--- config.mk ---
export PLATFORM = sky130hd
export DESIGN_NAME = smau_ram
export DESIGN_NICKNAME = d
export VERILOG_FILES = /design/src/rtl/smau_pkg.sv /design/src/rtl/smau_ram.sv
export SDC_FILE = /design/constraint.sdc
export NUM_CORES = 2
export LEC_CHECK = 0
export BUFFER_PORTS_ARGS = -buffer_cell sky130_fd_sc_hd__buf_2
export CAP_MARGIN = 25
export CORE_UTILIZATION = 63
export CTS_CLUSTER_DIAMETER = 200
export CTS_CLUSTER_SIZE = 30
export DETAILED_ROUTE_END_ITERATION = 6
export PLACE_DENSITY = 0.87
export SETUP_SLACK_MARGIN = 0.2
export SLEW_MARGIN = 25
export SYNTH_ARGS = -nofsm -noshare
export SYNTH_HDL_FRONTEND = slang
export SYNTH_SLANG_ARGS = --single-unit
--- constraint.sdc ---
create_clock -name clk_i -period 4.1 [get_ports clk_i]
set_input_delay 0.205 -clock clk_i [delete_from_list [all_inputs] [get_ports clk_i]]
set_output_delay 0.205 -clock clk_i [all_outputs]
set_load 0.1 [all_outputs]
--- src/rtl/smau_pkg.sv ---
// ----------------------------------------------------------------------------
// smau_pkg
// Types and constants shared by the matrix arithmetic unit.
// ----------------------------------------------------------------------------
package smau_pkg;

  localparam int unsigned MaxDim    = 8;
  localparam int unsigned DataWidth = 32;
  localparam int unsigned Depth     = MaxDim * MaxDim;
  localparam int unsigned AddrW     = $clog2(Depth);
  localparam int unsigned IdxW      = 3;
  localparam int unsigned DimW      = 4;

  localparam logic [1:0] CmdLoadA = 2'd0;
  localparam logic [1:0] CmdLoadB = 2'd1;
  localparam logic [1:0] CmdRun   = 2'd2;

  localparam logic [2:0] OpMul  = 3'd0;
  localparam logic [2:0] OpAdd  = 3'd1;
  localparam logic [2:0] OpSub  = 3'd2;
  localparam logic [2:0] OpTran = 3'd3;
  localparam logic [2:0] OpSym  = 3'd4;

  localparam logic [1:0] StOk    = 2'd0;
  localparam logic [1:0] StDim   = 2'd1;
  localparam logic [1:0] StRange = 2'd2;

  localparam logic [2:0] RegOp    = 3'd0;
  localparam logic [2:0] RegRowsA = 3'd1;
  localparam logic [2:0] RegColsA = 3'd2;
  localparam logic [2:0] RegRowsB = 3'd3;
  localparam logic [2:0] RegColsB = 3'd4;

  typedef struct packed {
    logic [1:0]                  command;
    logic [IdxW-1:0]             row_index;
    logic [IdxW-1:0]             col_index;
    logic signed [DataWidth-1:0] data_value;
  } in_item_t;

  typedef struct packed {
    logic signed [DataWidth-1:0] result_value;
    logic [IdxW-1:0]             result_row;
    logic [IdxW-1:0]             result_col;
    logic                        test_flag;
    logic [1:0]                  status;
    logic                        last;
  } out_item_t;

  typedef struct packed {
    logic [2:0]      op_mode;
    logic [DimW-1:0] ra;
    logic [DimW-1:0] ca;
    logic [DimW-1:0] rb;
    logic [DimW-1:0] cb;
  } cfg_t;

  typedef struct packed {
    logic             we;
    logic [AddrW-1:0] waddr;
    logic [DataWidth-1:0] wdata;
  } mem_wr_t;

  function automatic logic [DimW-1:0] sat_dim(input logic [DimW-1:0] v);
    if (v == '0) return DimW'(1);
    if (v > DimW'(MaxDim)) return DimW'(MaxDim);
    return v;
  endfunction

endpackage

--- src/rtl/smau_ram.sv ---
// ----------------------------------------------------------------------------
// smau_ram
// Matrix store: one write port, one read port, registered read data.
// ----------------------------------------------------------------------------
module smau_ram (
  input  logic                                clk_i,
  input  smau_pkg::mem_wr_t                   wr_i,
  input  logic [smau_pkg::AddrW-1:0]          raddr_i,
  output logic [smau_pkg::DataWidth-1:0]      rdata_o
);
  import smau_pkg::*;

  logic [DataWidth-1:0] mem [Depth];

  always_ff @(posedge clk_i) begin
    if (wr_i.we) begin
      mem[wr_i.waddr] <= wr_i.wdata;
    end
    rdata_o <= mem[raddr_i];
  end

endmodule

Word level (Yosys, flattened, before mapping)
Memories as Yosys holds them, arrays and structs flattened. A register that Yosys moved wholly into a read port is not among the register bits.
Cells that the tools add are included.
{"block": "totals", "regBits": 0, "ram_bits": 2048, "input_bits": 46, "output_inout_bits": 32, "elab_cells": 3, "n_memories": 1}
{"block": "classes", "n_mux": 2}
{"memory": "mem", "depth": 64, "width": 32, "read_ports": 1, "rd_ports_with_merged_regs": 1, "write_ports": 1, "line": "smau_ram.sv:13", "rtl": "logic [DataWidth-1:0] mem [Depth];"}
{"operator": "two-way mux 1 bit", "n": 2}

Longest topological paths before layout
{"block": "depth", "ltp_word": 2, "mapped_depth": 10, "depth_no_buf": 5}

Least setup slack after synthesis
Ideal clock, no wire load.
{"block": "synth_timing", "kind": "input to register", "start": "input port wr_i[35] in the netlist's numbering", "end": "memory mem[48][0] (enable)", "setup_ns": 0.461, "t_arrival_ns": 2.904, "t_required_ns": 3.639, "path_slack_ns": 0.735, "path_stages": 4, "path_buffers": 1, "cell_sequence": "clkbuf_1 -> nor2b_1 -> nand4b_1 -> nor3_1"}
{"item": "from (decl)", "line": "smau_ram.sv:7", "rtl": "input smau_pkg::mem_wr_t wr_i,"}
{"item": "to (decl)", "line": "smau_ram.sv:13"}
No word-level cell before the write port.

==> impl_metrics.json <==
{
  "status": "complete, but fails checks",
  "violations": "DRC",
  "ant_nets": 0,
  "synth_top_family_by_area": "multiplexers",
  "grt_pass1_wl_mm": 303,
  "die_area_um2": 126000,
  "power_leakage_uw": 0.0259,
  "busiest_layer": "met2",
  "slew_headroom_pct": 21.5,
  "dr.pass1.iters": 7,
  "syn_nets": 3370,
  "grt_util_met2_pct": 55.5,
  "layout_common_cells": "edfxtp_1 (2048), mux4_2 (544), buf_4 (180)",
  "async_flop_share_pct": 0,
  "hp-class": "primary input to flop",
  "synth_area_um2": 78500,
  "timing.critical_path.from": "raddr_i[1]",
  "crit_path_start_kind": "primary input",
  "synth_fa_ha_area_share_pct": 0,
  "start_util_pct": 63.5,
  "min_period_ns": 2.87,
  "drc": 2,
  "fp-row-count": 129,
  "ir_drop_uv": 518,
  "final_nets": 3538,
  "max-cap-violations": 0,
  "clk_path_buf_depth": 3,
  "fin_skew_ns": 0.0657,
  "synth_seq_cells": 2080,
  "antenna_found_initial": 8,
  "synthSimpleGateAreaFrac_pct": 1.27,
  "numPortBuffers": 77,
  "routed-via-count": 39600,
  "crit_fanout": 53,
  "clk_pin_slew_ns": 0.12,
  "die_w_um": 355,
  "cts_tree": "built",
  "reg2reg_from": "mem[39][17]",
  "timing.final.crit_share_pct": 70.0,
  "syn_inst": 3324,
  "ys_warn_count": 0,
  "drive_above_1_share_pct": 27.3,
  "gp_congestion": 0.847,
  "worst_pin_slew_ns": 1.17,
  "use_met1_pct": 44.5,
  "ys.flop_type": "edfxtp_1",
  "setup_viol_count_final": 0,
  "crit_path_end_kind": "flop",
  "grt_pass1_vias": 40000,
  "synth_xor_xnor_area_share_pct": 0,
  "routed_via_density": 7.61,
  "setup_ws_ns": 1.23,
  "hp-start": "wr_i[28]",
  "cts_buffers": 79,
  "synth-compound-area-share_pct": 1.67,
  "use_met3_pct": 8.79,
  "grt_start_max_net_pins": 69,
  "syn2layout_area_growth_pct": 7.99,
  "place_hpwl_mm": 121,
  "die_h_um": 355,
  "yosysSeqAreaShare_pct": 79.1,
  "crit_arrival_ns": 3.42,
  "ios": 78,
  "grtUsageTotal_pct": 35.1,
  "whs_ns": 0.0485,
  "pwr_density_cell_nw_per_um2": 430,
  "synth_edf_count": 2048,
  "final_max_slew_viol_count": 0,
  "setup-tns-final_ns": 0,
  "fin_util_pct": 68.6,
  "cts_sinks": 2080,
  "dpl_worst_slack_ns": 0.778,
  "worstSetupPathType": "primary input to flop",
  "totalWireLength_mm": 218,
  "muxShareOfSynthArea_pct": 16.8,
  "layout_commonest_cell": "edfxtp_1",
  "rsz0062_at_grt": "no",
  "insertion_delay_ns": 0.75,
  "gr-total-overflow": 0,
  "wl_per_cell_um": 42.0,
  "dr.first_iter.drc_count": 7111,
  "critPathRequiredTime_ns": 4.65,
  "cts_htree_levels": 3,
  "timing.fmax_mhz": 349,
  "yosysUniqueCellTypes": 34,
  "hold_viol_final": 0,
  "clock-root-buffer": "clkbuf_16",
  "core-area_um2": 124000,
  "syn_avg_cell_area_um2": 23.6
}
-- worst paths after layout --
path	endpoint	slack, ns	cells after the start
max	rdata_o[17]	1.23	8
min	mem[32][28]	0.05	1
max reg2reg	rdata_o[17]	1.63	5
min reg2reg	rdata_o[26]	0.92	5
-- layer usage --
layer,share of wire (%),up-vias
li1,-,14500
met1,30,20100
met2,48,4137
met3,14,917
met4,7.7,10
met5,0.031,-
-- sequential cells by signal (all words and copies together) (netlist names) --
name	cells
mem	2048
rdata_o	32
-- synth_stat cells (5+ instances only) --
master / number / share of area, %
buf_4: 25 / 0.24
buf_1: 21 / 0.10
mux2i_1: 93 / 1.2
o22ai_1: 84 / 0.67
buf_2: 57 / 0.36
nand2_1: 26 / 0.12
nor3_1: 7 / 0.045
edfxtp_1: 2048 / 78
nand2b_1: 8 / 0.064
o221ai_1: 27 / 0.30
clkbuf_1: 74 / 0.35
nor2_1: 137 / 0.65
nor2b_1: 15 / 0.12
a21oi_1: 62 / 0.40
dfxtp_1: 32 / 0.82
a311oi_1: 8 / 0.089
a22oi_1: 12 / 0.11
nand3_1: 5 / 0.032
buf_6: 5 / 0.072
mux4_2: 544 / 16
nand3b_1: 5 / 0.048
-- report_power, final --
| group | switching (uW) | internal, uW | total, uW | leakage [uW] |
|---|---|---|---|---|
| Sequential | 132 | 23500 | 23600 | 0.0187 |
| Clock | 6230 | 3940 | 10200 | 0.00113 |
| Combinational | 1850 | 828 | 2680 | 0.00608 |
| Total | 8210 | 28300 | 36500 | 0.0259 |
-- cell families after synthesis --
family	Yosys count
and+or+nand+nor	223
muxes	637
buffers and inverters	182
AOI/OAI and AO/OA	202
DFF	2080
-- area by class of cell --
class	count	area, um2
Clock buffer	143	2320
Clock inverter	3	45.0
Multi-Input combinational cell	1062	16000
Sequential cell	2080	62100
Antenna cell	5	12.5
Timing Repair Buffer	269	2230
Tap cell	1637	2050
Fill cell	6851	38800
-- through the flow --
step           cell area [um2]  total power (uW)  instances
2_1_floorplan            78500             25500       3324
3_3_place_gp             82300             26600       5045
3_5_place_dp             82400             26700       5046
4_1_cts                  84800             36300       5194
5_1_grt                  84800             37100       5194
6_report                 84800             36500       5199
-- worst max-delay path: stages --
cell and delay [ns]:
buf_8 0.22, buf_4 0.32, nor2_1 0.82, buf_4 0.37, a22oi_1 0.09, and3_1 0.22, o32ai_1 0.94, nor3_1 0.14
-- timing repair --
action                                 in CTS  in global routing
endpoints found under the hold margin      31                  0
hold buffers                                2                  0
buffers inserted                            0                  0
resized for setup                           0                  0
Power figures use the tool's default switching activity.
