File: config.mk
export PLATFORM = sky130hd
export DESIGN_NAME = smau_cfg
export DESIGN_NICKNAME = d
export VERILOG_FILES = /design/src/rtl/smau_pkg.sv /design/src/rtl/smau_cfg.sv
export SDC_FILE = /design/constraint.sdc
export NUM_CORES = 1
export LEC_CHECK = 0
export BUFFER_PORTS_ARGS = -buffer_cell sky130_fd_sc_hd__buf_2
export CORE_MARGIN = 1
export CORE_UTILIZATION = 41
export CTS_BUF_LIST = sky130_fd_sc_hd__clkbuf_2 sky130_fd_sc_hd__clkbuf_4 sky130_fd_sc_hd__clkbuf_8
export DETAILED_ROUTE_END_ITERATION = 16
export GPL_ROUTABILITY_DRIVEN = 0
export GPL_TIMING_DRIVEN = 0
export PLACE_DENSITY = 0.83
export SLEW_MARGIN = 15
export SYNTH_ARGS = -nofsm -noshare
export SYNTH_HDL_FRONTEND = slang
export SYNTH_SLANG_ARGS = --single-unit
File: constraint.sdc
create_clock -name clk_i -period 1.5 [get_ports clk_i]
set_clock_uncertainty 0.1 [all_clocks]
set_input_delay 0.3 -clock clk_i [delete_from_list [all_inputs] [get_ports clk_i]]
set_output_delay 0.3 -clock clk_i [all_outputs]
set_load 0.01 [all_outputs]
File: src/rtl/smau_pkg.sv
// ----------------------------------------------------------------------------
// smau_pkg
// Types and constants shared by the matrix arithmetic unit.
// ----------------------------------------------------------------------------
package smau_pkg;

  localparam int unsigned MaxDim    = 8;
  localparam int unsigned DataWidth = 32;
  localparam int unsigned Depth     = MaxDim * MaxDim;
  localparam int unsigned AddrW     = $clog2(Depth);
  localparam int unsigned IdxW      = 3;
  localparam int unsigned DimW      = 4;

  localparam logic [1:0] CmdLoadA = 2'd0;
  localparam logic [1:0] CmdLoadB = 2'd1;
  localparam logic [1:0] CmdRun   = 2'd2;

  localparam logic [2:0] OpMul  = 3'd0;
  localparam logic [2:0] OpAdd  = 3'd1;
  localparam logic [2:0] OpSub  = 3'd2;
  localparam logic [2:0] OpTran = 3'd3;
  localparam logic [2:0] OpSym  = 3'd4;

  localparam logic [1:0] StOk    = 2'd0;
  localparam logic [1:0] StDim   = 2'd1;
  localparam logic [1:0] StRange = 2'd2;

  localparam logic [2:0] RegOp    = 3'd0;
  localparam logic [2:0] RegRowsA = 3'd1;
  localparam logic [2:0] RegColsA = 3'd2;
  localparam logic [2:0] RegRowsB = 3'd3;
  localparam logic [2:0] RegColsB = 3'd4;

  typedef struct packed {
    logic [1:0]                  command;
    logic [IdxW-1:0]             row_index;
    logic [IdxW-1:0]             col_index;
    logic signed [DataWidth-1:0] data_value;
  } in_item_t;

  typedef struct packed {
    logic signed [DataWidth-1:0] result_value;
    logic [IdxW-1:0]             result_row;
    logic [IdxW-1:0]             result_col;
    logic                        test_flag;
    logic [1:0]                  status;
    logic                        last;
  } out_item_t;

  typedef struct packed {
    logic [2:0]      op_mode;
    logic [DimW-1:0] ra;
    logic [DimW-1:0] ca;
    logic [DimW-1:0] rb;
    logic [DimW-1:0] cb;
  } cfg_t;

  typedef struct packed {
    logic             we;
    logic [AddrW-1:0] waddr;
    logic [DataWidth-1:0] wdata;
  } mem_wr_t;

  function automatic logic [DimW-1:0] sat_dim(input logic [DimW-1:0] v);
    if (v == '0) return DimW'(1);
    if (v > DimW'(MaxDim)) return DimW'(MaxDim);
    return v;
  endfunction

endpackage

File: src/rtl/smau_cfg.sv
// ----------------------------------------------------------------------------
// smau_cfg
// APB register file holding operation and matrix sizes.
// ----------------------------------------------------------------------------
module smau_cfg (
  input  logic                 clk_i,
  input  logic                 rst_ni,
  input  logic                 psel,
  input  logic                 penable,
  input  logic                 pwrite,
  input  logic [4:0]           paddr,
  input  logic [31:0]          pwdata,
  output logic [31:0]          prdata,
  output logic                 pready,
  output smau_pkg::cfg_t       cfg_o
);
  import smau_pkg::*;

  cfg_t cfg_q;
  logic [2:0] idx;

  assign idx   = paddr[4:2];
  assign pready = 1'b1;
  assign cfg_o = cfg_q;

  always_ff @(posedge clk_i or negedge rst_ni) begin
    if (!rst_ni) begin
      cfg_q <= '{op_mode: OpMul, ra: DimW'(8), ca: DimW'(8), rb: DimW'(8), cb: DimW'(8)};
    end else if (psel && penable && pwrite) begin
      unique case (idx)
        RegOp:    cfg_q.op_mode <= pwdata[2:0];
        RegRowsA: cfg_q.ra <= pwdata[DimW-1:0];
        RegColsA: cfg_q.ca <= pwdata[DimW-1:0];
        RegRowsB: cfg_q.rb <= pwdata[DimW-1:0];
        RegColsB: cfg_q.cb <= pwdata[DimW-1:0];
        default: ;
      endcase
    end
  end

  always_comb begin
    prdata = '0;
    unique case (idx)
      RegOp:    prdata = {29'd0, cfg_q.op_mode};
      RegRowsA: prdata = {28'd0, cfg_q.ra};
      RegColsA: prdata = {28'd0, cfg_q.ca};
      RegRowsB: prdata = {28'd0, cfg_q.rb};
      RegColsB: prdata = {28'd0, cfg_q.cb};
      default:  prdata = '0;
    endcase
  end

endmodule

==> After elaboration in Yosys (flattened, before gate mapping) <==
Cells that the tools add are included.
{ "word_totals": {"ff_bits": 19, "inputBits": 42, "output_inout_bits": 52, "elab_cells": 18} }
{ "op_classes": {"eq_ne": 4, "muxes": 1, "reduce_logical": 8} }
{ "op_table": {"columns": ["cell", "count"], "rows": [
  ["$pmux 4 s5", 1],
  ["$reduce_and 2->1", 5],
  ["$eq 3x2->1 const B", 2],
  ["$eq 3x1->1 const B", 1],
  ["$eq 3x3->1 const B", 1],
  ["$logic_not 3->1", 1],
  ["$logic_and 1x1->1", 2]
]} }

==> Logic depth before layout (Yosys ltp) <==
Gate-level depths: netlist (run 1).
{ "depth": {"depth_word": 3, "depth_mapped": 4, "mapped_depth_nobuf": 3} }

==> Least setup slack after synthesis (run 1) <==
Ideal clock, no wire load.
{ "synth_path": {"path_kind": "input to output", "start": "in paddr[2]", "end": "out prdata[0]", "arrival_ps": 1081, "t_required_ps": 1100, "setup_slack_ps": 19, "path_stages": 4, "path_buffers": 1, "path_cell_list": "buf_2 mux2_2 a21oi_1 o22ai_1"} }
{ "synth_via": {"elab_chain_len": 2, "word_cells_on_any_way": 6, "classes_between": "eq/ne: 4; mux: 1; reduce/logical: 1"} }
{ "synth_lines": {"columns": ["item", "line", "source"], "rows": [
  ["start, declared", "smau_cfg.sv:11", "input logic [4:0] paddr,"],
  ["$eq 3x3->1, or another cell as far along", "smau_cfg.sv:43", "unique case (idx)"],
  ["$pmux 4 s5 (*)", "smau_cfg.sv:43", null],
  ["end, declared", "smau_cfg.sv:13", "output logic [31:0] prdata,"]
]} }
Mark *: on every way between the ends. The rest lies on a longest branch, timed or not.

==> Final worst setup path (run 1) <==
{ "layout_path": {"start": "reg cfg_q (netlist bit cfg_o[8])", "end": "out prdata[0]"} }
{ "layout_via": {"elab_chain_len": 1} }
{ "layout_lines": {"columns": ["item", "line", "source"], "rows": [
  ["start, declared", "smau_cfg.sv:19", "cfg_t cfg_q;"],
  ["start signal, assigned", "smau_cfg.sv:28", "cfg_q <= '{op_mode: OpMul, ra: DimW'(8), ca: DimW'(8), rb: DimW'(8), cb: DimW'(8)};"],
  ["$pmux 4 s5", "smau_cfg.sv:43", null]
]} }
No other way between the ends.

==> results of run 1 <==
[synth_stat cells]
master,number,area share (%)
buf_4,29,18
mux2_2,18,17
dfrtp_1,15,31
dfstp_2,4,8.8
a21oi_1,3,1.3
a22oi_1,3,1.9
mux2_4,3,3.8
o22ai_1,3,1.6
and2b_1,2,1.3
buf_2,2,0.84
conb_1,2,0.63
mux2i_1,2,1.7
nand3b_1,2,1.3
nor3b_1,2,1.3
nor3b_2,2,2.1
a311o_1,1,0.84
nand2_1,1,0.31
nand2b_1,1,0.52
nand3_1,1,0.42
nand4b_4,1,2.0
nor2_1,1,0.31
nor3_1,1,0.42
nor3b_4,1,1.6
or3_4,1,0.94
[critical path: cells and delay by family (launching register included)]
| kind | cells | cell delay (ns) |
|---|---|---|
| flip-flops | 1 | 0.40 |
| AO/OA/AOI/OAI | 2 | 0.20 |
| buffers and inverters | 1 | 0.15 |
| multiplexers | 1 | 0.29 |
[timing repair]
item	4_1_cts	5_1_grt
buffers inserted	11	1
endpoints found under the setup margin	4	6
pin swaps	3	3
gates resized for setup	8	7
hold buffers	1	0
hold endpoints to repair	15	0
[worst paths after layout]
kind | to | depth (start not counted) | slack [ns]
worst min-delay path | cfg_o[3]$_DFFE_PN1P_ | 2 | 0.18
worst max register to register | cfg_o[5]$_DFFE_PN0P_ | 3 | 0.41
worst max-delay path | prdata[0] | 4 | -0.25
min in group asynchronous | cfg_o[0]$_DFFE_PN0P_ | 2 | 0.37
max in group asynchronous | cfg_o[7]$_DFFE_PN1P_ | 2 | 0.60
worst min register to register | cfg_o[17]$_DFFE_PN0P_ | 1 | 0.44
[metrics by stage]
step	worst slack (ns)	instance area, µm²	util, %
2_1_floorplan	0.0189	1300	-
3_3_place_gp	-0.301	1510	54.7
3_5_place_dp	-0.318	1510	54.7
4_1_cts	-0.240	1660	60.0
5_1_grt	-0.284	1700	61.8
6_report	-0.248	1700	61.8
[cell type report]
type,count,share of cell area [%]
multi-input cells,78,37.2
clock buffers,3,1.32
repair buffers,47,16.8
well taps,31,2.28
clock inverters,1,0.294
flip-flops and latches,19,28.2
plain buffers,31,14.0
[cells by family (layout without fill, tap and decap cells)]
logic type      count (synthesis)  count (layout)  synth area share [%]
buf+inv                        31              82                  19.0
mux                            23              23                  22.4
flops                          19              19                  40.1
simple gates                   16              16                  12.3
compound gates                 10              10                  5.54
other cells                     2              29                 0.627
[metal layers]
layer	wire length, µm	vias up
met5	0	-
li1	-	454
met2	1380	64
met1	1100	451
met4	24	0
met3	236	4
[power by group]
part           switching (mW)  total (mW)  leakage (nW)  internal, mW
Clock                   0.160       0.259        0.0177        0.0994
Combinational           0.282       0.648         0.683         0.367
Sequential             0.0712       0.698         0.234         0.627
Total                   0.513        1.61         0.935          1.09
==> impl_results.md, run 1 <==
- Area of the multi-input gates: 633 µm²
- DP HPWL: slightly below 2000 µm
- Clock Pin Slew Worst Setup and Hold Paths: 0.10 ns
- Min cycle time layout: 1.75 ns
- Crit path max-delay cell type: dfrtp_1
- CP Max Fanout: 2
- Via density: around 4.6
- Critical path's largest stage delay: 0.40 ns
- Worst EP required: roughly 1.1 ns
- Total GRT Usage: 17.5%
- Fin cells: 210
- Hold WS: 0.176 ns
- Nature of the critical path endpoint: output pin
- Largest net degree at the start of global routing: 20
- Io pins: 94
- Final hold viol count: 0
- Final period util: 117%
- Die width: 56.0 µm
- Initial DRT Pass Iterations: 4
- HP Start: pwdata[3]
- IO Port Bufs: 34
- Met1 Use GR: between 20% and 30%
- Total Power Consumption: 1.61 mW
- Commonest cells after routing, fill and taps aside: 40 x buf_4, 33 x buf_2, 29 x conb_1
- Initial DRC Count: 27
- Maximum VDD drop: 0.714 mV
- Register area share after synthesis: 40.1%
- Final wirelength: about 2700 µm
- Maxcap violations: 0
- GR Util met2: 30.8%
- Post-DR wirelength/cell: ~13 µm
- P&R area growth vs syn: 42.3%
- FILL cells: about 230
- Routed Antenna Nets: 0
- Layout cells sized above 1: roughly 65%
- CP Launch Type: register
- RSZ-0062 raised after global routing: true
- R2R Path Start: cfg_o[5]$_DFFE_PN0P_
- Fin worst setup slack: -0.248 ns
- H-tree depth: 1
- Synth Area per Inst: 11.9 µm²
- Sequential cell area: 480 µm²
- CTS sink count: 19
- Post-synthesis cell area: 0.00120 mm²
- First-pass GRT wire length: 4260 µm
- Core footprint: approximately 0.0028 mm²
- PD cells: 943 mW/mm²
- DIE HEIGHT: 56.0 µm
- GR met3 Demand/Resource: 2.79%
- CTS tree: yes
- Synth unique cells: 24
- Via count: a little under 1000
- Crit path kind: register to output pin
- CP Cell Sequence: mux2_4 > a21oi_4 > o22ai_2 > buf_2
- Initial antenna violation count: 0
- Yosys warnings: 0
- Die area: 0.00314 mm²
- Number of flip-flops under the largest register name: 19
- CTS Root Cell: clkbuf_4
- Failing checks: negative setup slack
- Tightest Hold Check Type: input port to register
- Most common cell after layout, fill and taps aside: buf_4
- DRC Markers: 0
- Standard-cell rows: 19
- Top achievable clock speed: around 570 MHz
- Synthesized instance count: slightly above 100
- # nets final: roughly 220
- Worst Path Arrival: about 1.4 ns
- Critical Path Start: cfg_o[8]$_DFFE_PN0P_
- Clock Tree Buf Depth: 2
- Status: complete, but fails checks
- Worst-skew pair later-pin latency: 0.29 ns
- GRT busiest layer: met2
- CTS Buf Count: 3
- Antenna cell count: 0
- Synthesis-stage register bit count: 19
- Final Max Slew Viols: 0
- Initial Util: a little over two fifths
- Cell Count Post-Placement: 193
- Setup TNS: -0.825 ns
- Leakage: 0.935 nW
- Vias in the first global route: 901
- Final setup fails: 4
- Grt ovf: 0
(Power assumes the default switching activity.)
==> run 2, diff against run 1 <==
Settings changed: PLACE_DENSITY 0.83 to 0.88.
==> run 2 against run 1 <==
Compared with the run above: the run still ends with negative setup slack left; global-route usage is 0.97 points higher; sequential share of layout area is 0.17 points higher; total power is 2.5% higher; utilization is 0.36 points lower; critical path type unchanged; largest power group unchanged.
==> impl_results.md, run 2 (synthesized netlist as in run 1, its figures left out) <==
- Cell Count Post-Placement: 193 (unchanged)
- Status: complete, but fails checks
- Hold WS: 0.171 ns (-0.00553 ns)
- Vias in the first global route: 832 (-7.7%)
- Setup TNS: -0.911 ns (-0.0866 ns)
- Final hold viol count: 0 (unchanged)
- Clock power frac: 17.1% (+1.0 points)
- Largest net degree at the start of global routing: 20 (unchanged)
- CP Launch Type: register
- Final wirelength: 2890 µm (+5.3%)
- Core footprint: 0.00276 mm² (unchanged)
- IO Port Bufs: 34 (unchanged)
- Worst reg-to-reg path cell count: 3 (unchanged)
- Most common cell after layout, fill and taps aside: buf_4
- Io pins: 94 (unchanged)
- Initial antenna violation count: 0 (unchanged)
- Hold Path Cell Cnt: 2 (unchanged)
- Worst Path Arrival: 1.40 ns (+0.05 ns)
- P&R area growth vs syn: 41.5%
- Die width: 56.0 µm (unchanged)
- CTS Root Cell: clkbuf_4
- Grt ovf: 0 (unchanged)
- DRC Markers: 0 (unchanged)
- CTS tree: yes
- Maximum VDD drop: 0.957 mV (+34%)
- RSZ-0062 raised after global routing: true
- Fin cells: 209 (-0.48%)
- Final Max Slew Viols: 0 (unchanged)
- Number of flip-flops under the largest register name: 19 (unchanged)
- DIE HEIGHT: 56.0 µm (unchanged)
- Initial Util: 43.4% (unchanged)
- Nature of the critical path endpoint: output pin
- Pint: 1.13 mW (+2.9%)
- Final period util: 120% (+3.5 points)
- Standard-cell rows: 19 (unchanged)
- H-tree depth: 1 (unchanged)
- Commonest cells after routing, fill and taps aside: 39 x buf_4, 30 x buf_2, 29 x conb_1
- Top achievable clock speed: 555 MHz (-2.9%)
- Via density: 4.44 (-4.1%)
- Clock Tree Buf Depth: 2 (unchanged)
- Min cycle time layout: 1.80 ns (+0.0527 ns)
- # nets final: 221 (-0.45%)
- Routed Antenna Nets: 0 (unchanged)
- CTS sink count: 19 (unchanged)
- PD cells: 972 mW/mm² (+3.1%)
- Crit path kind: register to output pin
- Clock Pin Slew Worst Setup and Hold Paths: 0.11 ns (about the same)
- Leakage: 0.926 nW (-0.96%)
- Failing checks: negative setup slack
- Maxcap violations: 0 (unchanged)
- Final setup fails: 4 (unchanged)
- Logic gate share of total power: 40.3% (about the same)
- Fin util: 61.4% (-0.36 points)
- Worst EP required: 1.10 ns (about the same)
- Worst-skew pair later-pin latency: 0.30 ns (about the same)
- Total GRT Usage: 18.4% (+0.97 points)
- Layout cells sized above 1: 64.6% (-0.76 points)
- P_sw: 521 µW (+1.6%)
- Tightest Hold Check Type: input port to register
- DP HPWL: 1840 µm (-4.5%)
- Sequential share of power: 42.6% (-0.9 points)
- Antenna cell count: 0 (unchanged)
- First-pass GRT wire length: 4370 µm (+2.7%)
- CP Max Fanout: 3 (+1)
- Via count: 929 (-4.5%)
- Initial DRC Count: 6 (-78%)
- Total Power Consumption: 1.65 mW (+2.5%)
- Die area: 0.00314 mm² (unchanged)
- Fin worst setup slack: -0.301 ns (-0.0527 ns)
- Sw Ratio: 31.7% (-0.27 points)
- Initial DRT Pass Iterations: 4 (unchanged)
- Post-DR wirelength/cell: 13.8 µm (+5.8%)
- CTS Buf Count: 3 (unchanged)
==> run 2: cell count changes in the layout (fill, tap and decap cells not counted), sizes merged <==
cell | before | now
buf | 77 | 76
clkbuf | 3 | 4
clkinv | 1 | 0
==> run 2: area by class of cell <==
| cell class | instances | area (µm²) |
|---|---|---|
| tap | 31 | 38.8 |
| sequential | 19 | 480 |
| multi-input combinational | 78 | 613 |
| fill | 251 | 1060 |
| clock buffer | 4 | 30.0 |
| timing repair buffer | 46 | 298 |
| buffer | 31 | 234 |
==> run 2: what timing repair did <==
item / CTS / global route
hold endpoints to repair: 15 / 0
endpoints found under the setup margin: 4 / 7
hold buffers: 1 / 0
pin swaps: 6 / 2
resized for setup: 6 / 8
setup buffers: 9 / 3
==> run 2: final timing paths <==
path                                       start                    end  slack, ns
setup / recovery           cfg_o[16]$_DFFE_PN0P_              prdata[0]      -0.30
hold / removal                         pwdata[3]  cfg_o[11]$_DFFE_PN1P_       0.17
setup reg to reg           cfg_o[14]$_DFFE_PN0P_  cfg_o[14]$_DFFE_PN0P_       0.41
hold reg to reg            cfg_o[10]$_DFFE_PN0P_  cfg_o[10]$_DFFE_PN0P_       0.44
max in group asynchronous                 rst_ni  cfg_o[11]$_DFFE_PN1P_       0.61
min in group asynchronous                 rst_ni  cfg_o[14]$_DFFE_PN0P_       0.36
==> run 2: worst max-delay path: stages, from the launching register on <==
cell and delay (ns):
dfrtp_1 0.40, nor3b_1 0.36, a21oi_2 0.07, o22ai_1 0.12, buf_2 0.15
==> run 2: routing by layer <==
| metal | GRT usage [%] | vias to the layer above | routed length, µm | part of all wire (%) |
|---|---|---|---|---|
| met2 | 33.8 | 53 | 1540 | 53 |
| met5 | 0 | - | 0 | 0 |
| met3 | 4.65 | 9 | 200 | 6.9 |
| met4 | 7.32 | 0 | 65 | 2.3 |
| li1 | - | 453 | - | - |
| met1 | 20.1 | 414 | 1090 | 38 |
==> run 2: power by group through the flow <==
stage	sequential (mW)	clock [mW]	combinational, mW
floorplan	0.751	0	0.265
global placement	0.710	0	0.482
detailed placement	0.714	0	0.494
CTS	0.694	0.285	0.587
global route	0.709	0.309	0.707
finish	0.701	0.282	0.663
==> run 2: stage by stage <==
step	worst slack [ns]	instance area, µm²
finish	-0.301	1690
global route	-0.335	1690
CTS	-0.213	1630
detailed placement	-0.288	1510
global placement	-0.283	1510
floorplan	0.0189	1300
==> run 3, diff against run 2 <==
Settings changed: SKIP_LAST_GASP set to 1.
==> run 3 against run 2 <==
Compared with the run above: the flow still finishes with violations (negative setup slack); utilization down 0.59 points; clock power up 1%; sequential share of layout area up 0.27 points; final cell count unchanged; count of clock-buffer cells in the layout unchanged; flip-flop and latch count unchanged; sequential power about the same; wire length down 1.2%; cell area down 0.96%; total power down 1.1%.
==> impl_results.md, run 3 (synthesized netlist as in run 1, its figures left out) <==
- P&R area growth vs syn: 40.1%
- Nature of the critical path endpoint: output pin
- Worst Path Arrival: 1.35 ns (-0.05 ns)
- Post-DR wirelength/cell: 13.7 µm (-1.2%)
- Final period util: 117% (-3.5 points)
- First-pass GRT wire length: 4370 µm (unchanged)
- Antenna cell count: 0 (unchanged)
- DRC Markers: 0 (unchanged)
- Initial DRC Count: 11 (+5)
- Sequential cell area: 480 µm² (unchanged)
- CTS sink count: 19 (unchanged)
- Maxcap violations: 0 (unchanged)
- Maximum VDD drop: 0.955 mV (-0.20%)
- Status: complete, but fails checks
- Initial DRT Pass Iterations: 4 (unchanged)
- Standard-cell rows: 19 (unchanged)
- CP Launch Type: register
- Dpl ws: -0.288 ns (unchanged)
- CP Max Fanout: 3 (unchanged)
- CTS tree: yes
- Die area: 0.00314 mm² (unchanged)
- Met1 Use GR: 20.1% (unchanged)
- Crit path kind: register to output pin
- RSZ-0062 raised after global routing: true
- Io pins: 94 (unchanged)
- Min cycle time layout: 1.75 ns (-0.0524 ns)
- GRT busiest layer: met2
- Final Max Slew Viols: 0 (unchanged)
- R2R Path Start: cfg_o[14]$_DFFE_PN0P_
- Area of the multi-input gates: 613 µm² (unchanged)
- Top achievable clock speed: 572 MHz (+3.0%)
- Grt ovf: 0 (unchanged)
- IO Port Bufs: 34 (unchanged)
- GR Util met2: 33.8% (unchanged)
- Vias in the first global route: 832 (unchanged)
- Total Power Consumption: 1.63 mW (-1.1%)
- Worst EP required: 1.10 ns (about the same)
- Routed Antenna Nets: 0 (unchanged)
- Failing checks: negative setup slack
- Core footprint: 0.00276 mm² (unchanged)
- CTS Buf Count: 3 (unchanged)
- Fin util: 60.8% (-0.59 points)
- HP Start: pwdata[3]
- Total GRT Usage: 18.4% (unchanged)
- Largest net degree at the start of global routing: 20 (unchanged)
- Critical Path Start: cfg_o[4]$_DFFE_PN0P_
- Number of flip-flops under the largest register name: 19 (unchanged)
- CTS Root Cell: clkbuf_4
- Clock Tree Buf Depth: 2 (unchanged)
- Final hold viol count: 0 (unchanged)
- Final wirelength: 2850 µm (-1.2%)
- Commonest cells after routing, fill and taps aside: 40 x buf_4, 32 x buf_2, 29 x conb_1
- Via density: 4.53 (+1.8%)
- Initial Util: 43.4% (unchanged)
- Fin cells: 209 (unchanged)
- Cell Count Post-Placement: 193 (unchanged)
- GR met3 Demand/Resource: 4.65% (unchanged)
- # nets final: 221 (unchanged)
- DP HPWL: 1840 µm (unchanged)
- Most common cell after layout, fill and taps aside: buf_4
- Initial antenna violation count: 0 (unchanged)
- Die width: 56.0 µm (unchanged)
- Via count: 946 (+1.8%)
- H-tree depth: 1 (unchanged)
- Final setup fails: 5 (+1)
- Worst-skew pair later-pin latency: 0.31 ns (about the same)
- Hold WS: 0.163 ns (-0.00734 ns)
- DIE HEIGHT: 56.0 µm (unchanged)
- Clock Pin Slew Worst Setup and Hold Paths: 0.11 ns (about the same)
- Layout cells sized above 1: 64.6% (unchanged)
- PD cells: 971 mW/mm² (-0.10%)
- Leakage: 0.922 nW (-0.41%)
- Tightest Hold Check Type: input port to register
- FILL cells: 257 (+2.4%)
- Fin worst setup slack: -0.249 ns (+0.0524 ns)
[run 3: final cells by class]
type / count / area share (%)
Tap cell: 31 / 2.31
Clock buffer: 4 / 1.79
Buffer: 31 / 13.9
Timing Repair Buffer: 46 / 16.8
Multi-Input combinational cell: 78 / 36.5
Sequential cell: 19 / 28.6
[run 3: final timing paths]
check / endpoint / slack [ns] / depth (start not counted)
worst min-delay path: cfg_o[7]$_DFFE_PN1P_ / 0.16 / 2
worst max-delay path: prdata[0] / -0.25 / 4
worst max register to register: cfg_o[14]$_DFFE_PN0P_ / 0.40 / 3
worst min register to register: cfg_o[10]$_DFFE_PN0P_ / 0.45 / 1
min in group asynchronous: cfg_o[14]$_DFFE_PN0P_ / 0.35 / 2
max in group asynchronous: cfg_o[3]$_DFFE_PN1P_ / 0.62 / 2
[run 3: where the power goes]
group	switching, mW	internal (mW)
logic	0.281	0.360
registers	0.0742	0.627
clock network	0.164	0.122
total	0.519	1.11
[run 3: routing by layer]
metal  vias to the layer above  wire (µm)
met3                         7        223
met2                        62       1530
li1                        453          -
met4                         0         53
met5                         -          0
met1                       424       1050
[run 3: repair_timing]
item / CTS / global route
endpoints found under the setup margin: 4 / 7
hold endpoints to repair: 15 / 0
pin swaps: 6 / 2
hold buffers: 1 / 0
setup buffers: 9 / 3
resized for setup: 6 / 5
[run 3: metrics by stage]
stage | area, µm² | TNS [ns]
floorplan | 1300 | 0
global placement | 1510 | -3.25
finish | 1680 | -0.889
CTS | 1630 | -0.750
global route | 1680 | -1.17
detailed placement | 1510 | -3.80
[run 3: worst max-delay path, stage by stage, from the launching register on]
cell     delay [ns]
dfrtp_1        0.41
mux2_4         0.28
a21oi_2        0.14
o22ai_1        0.07
buf_2          0.15
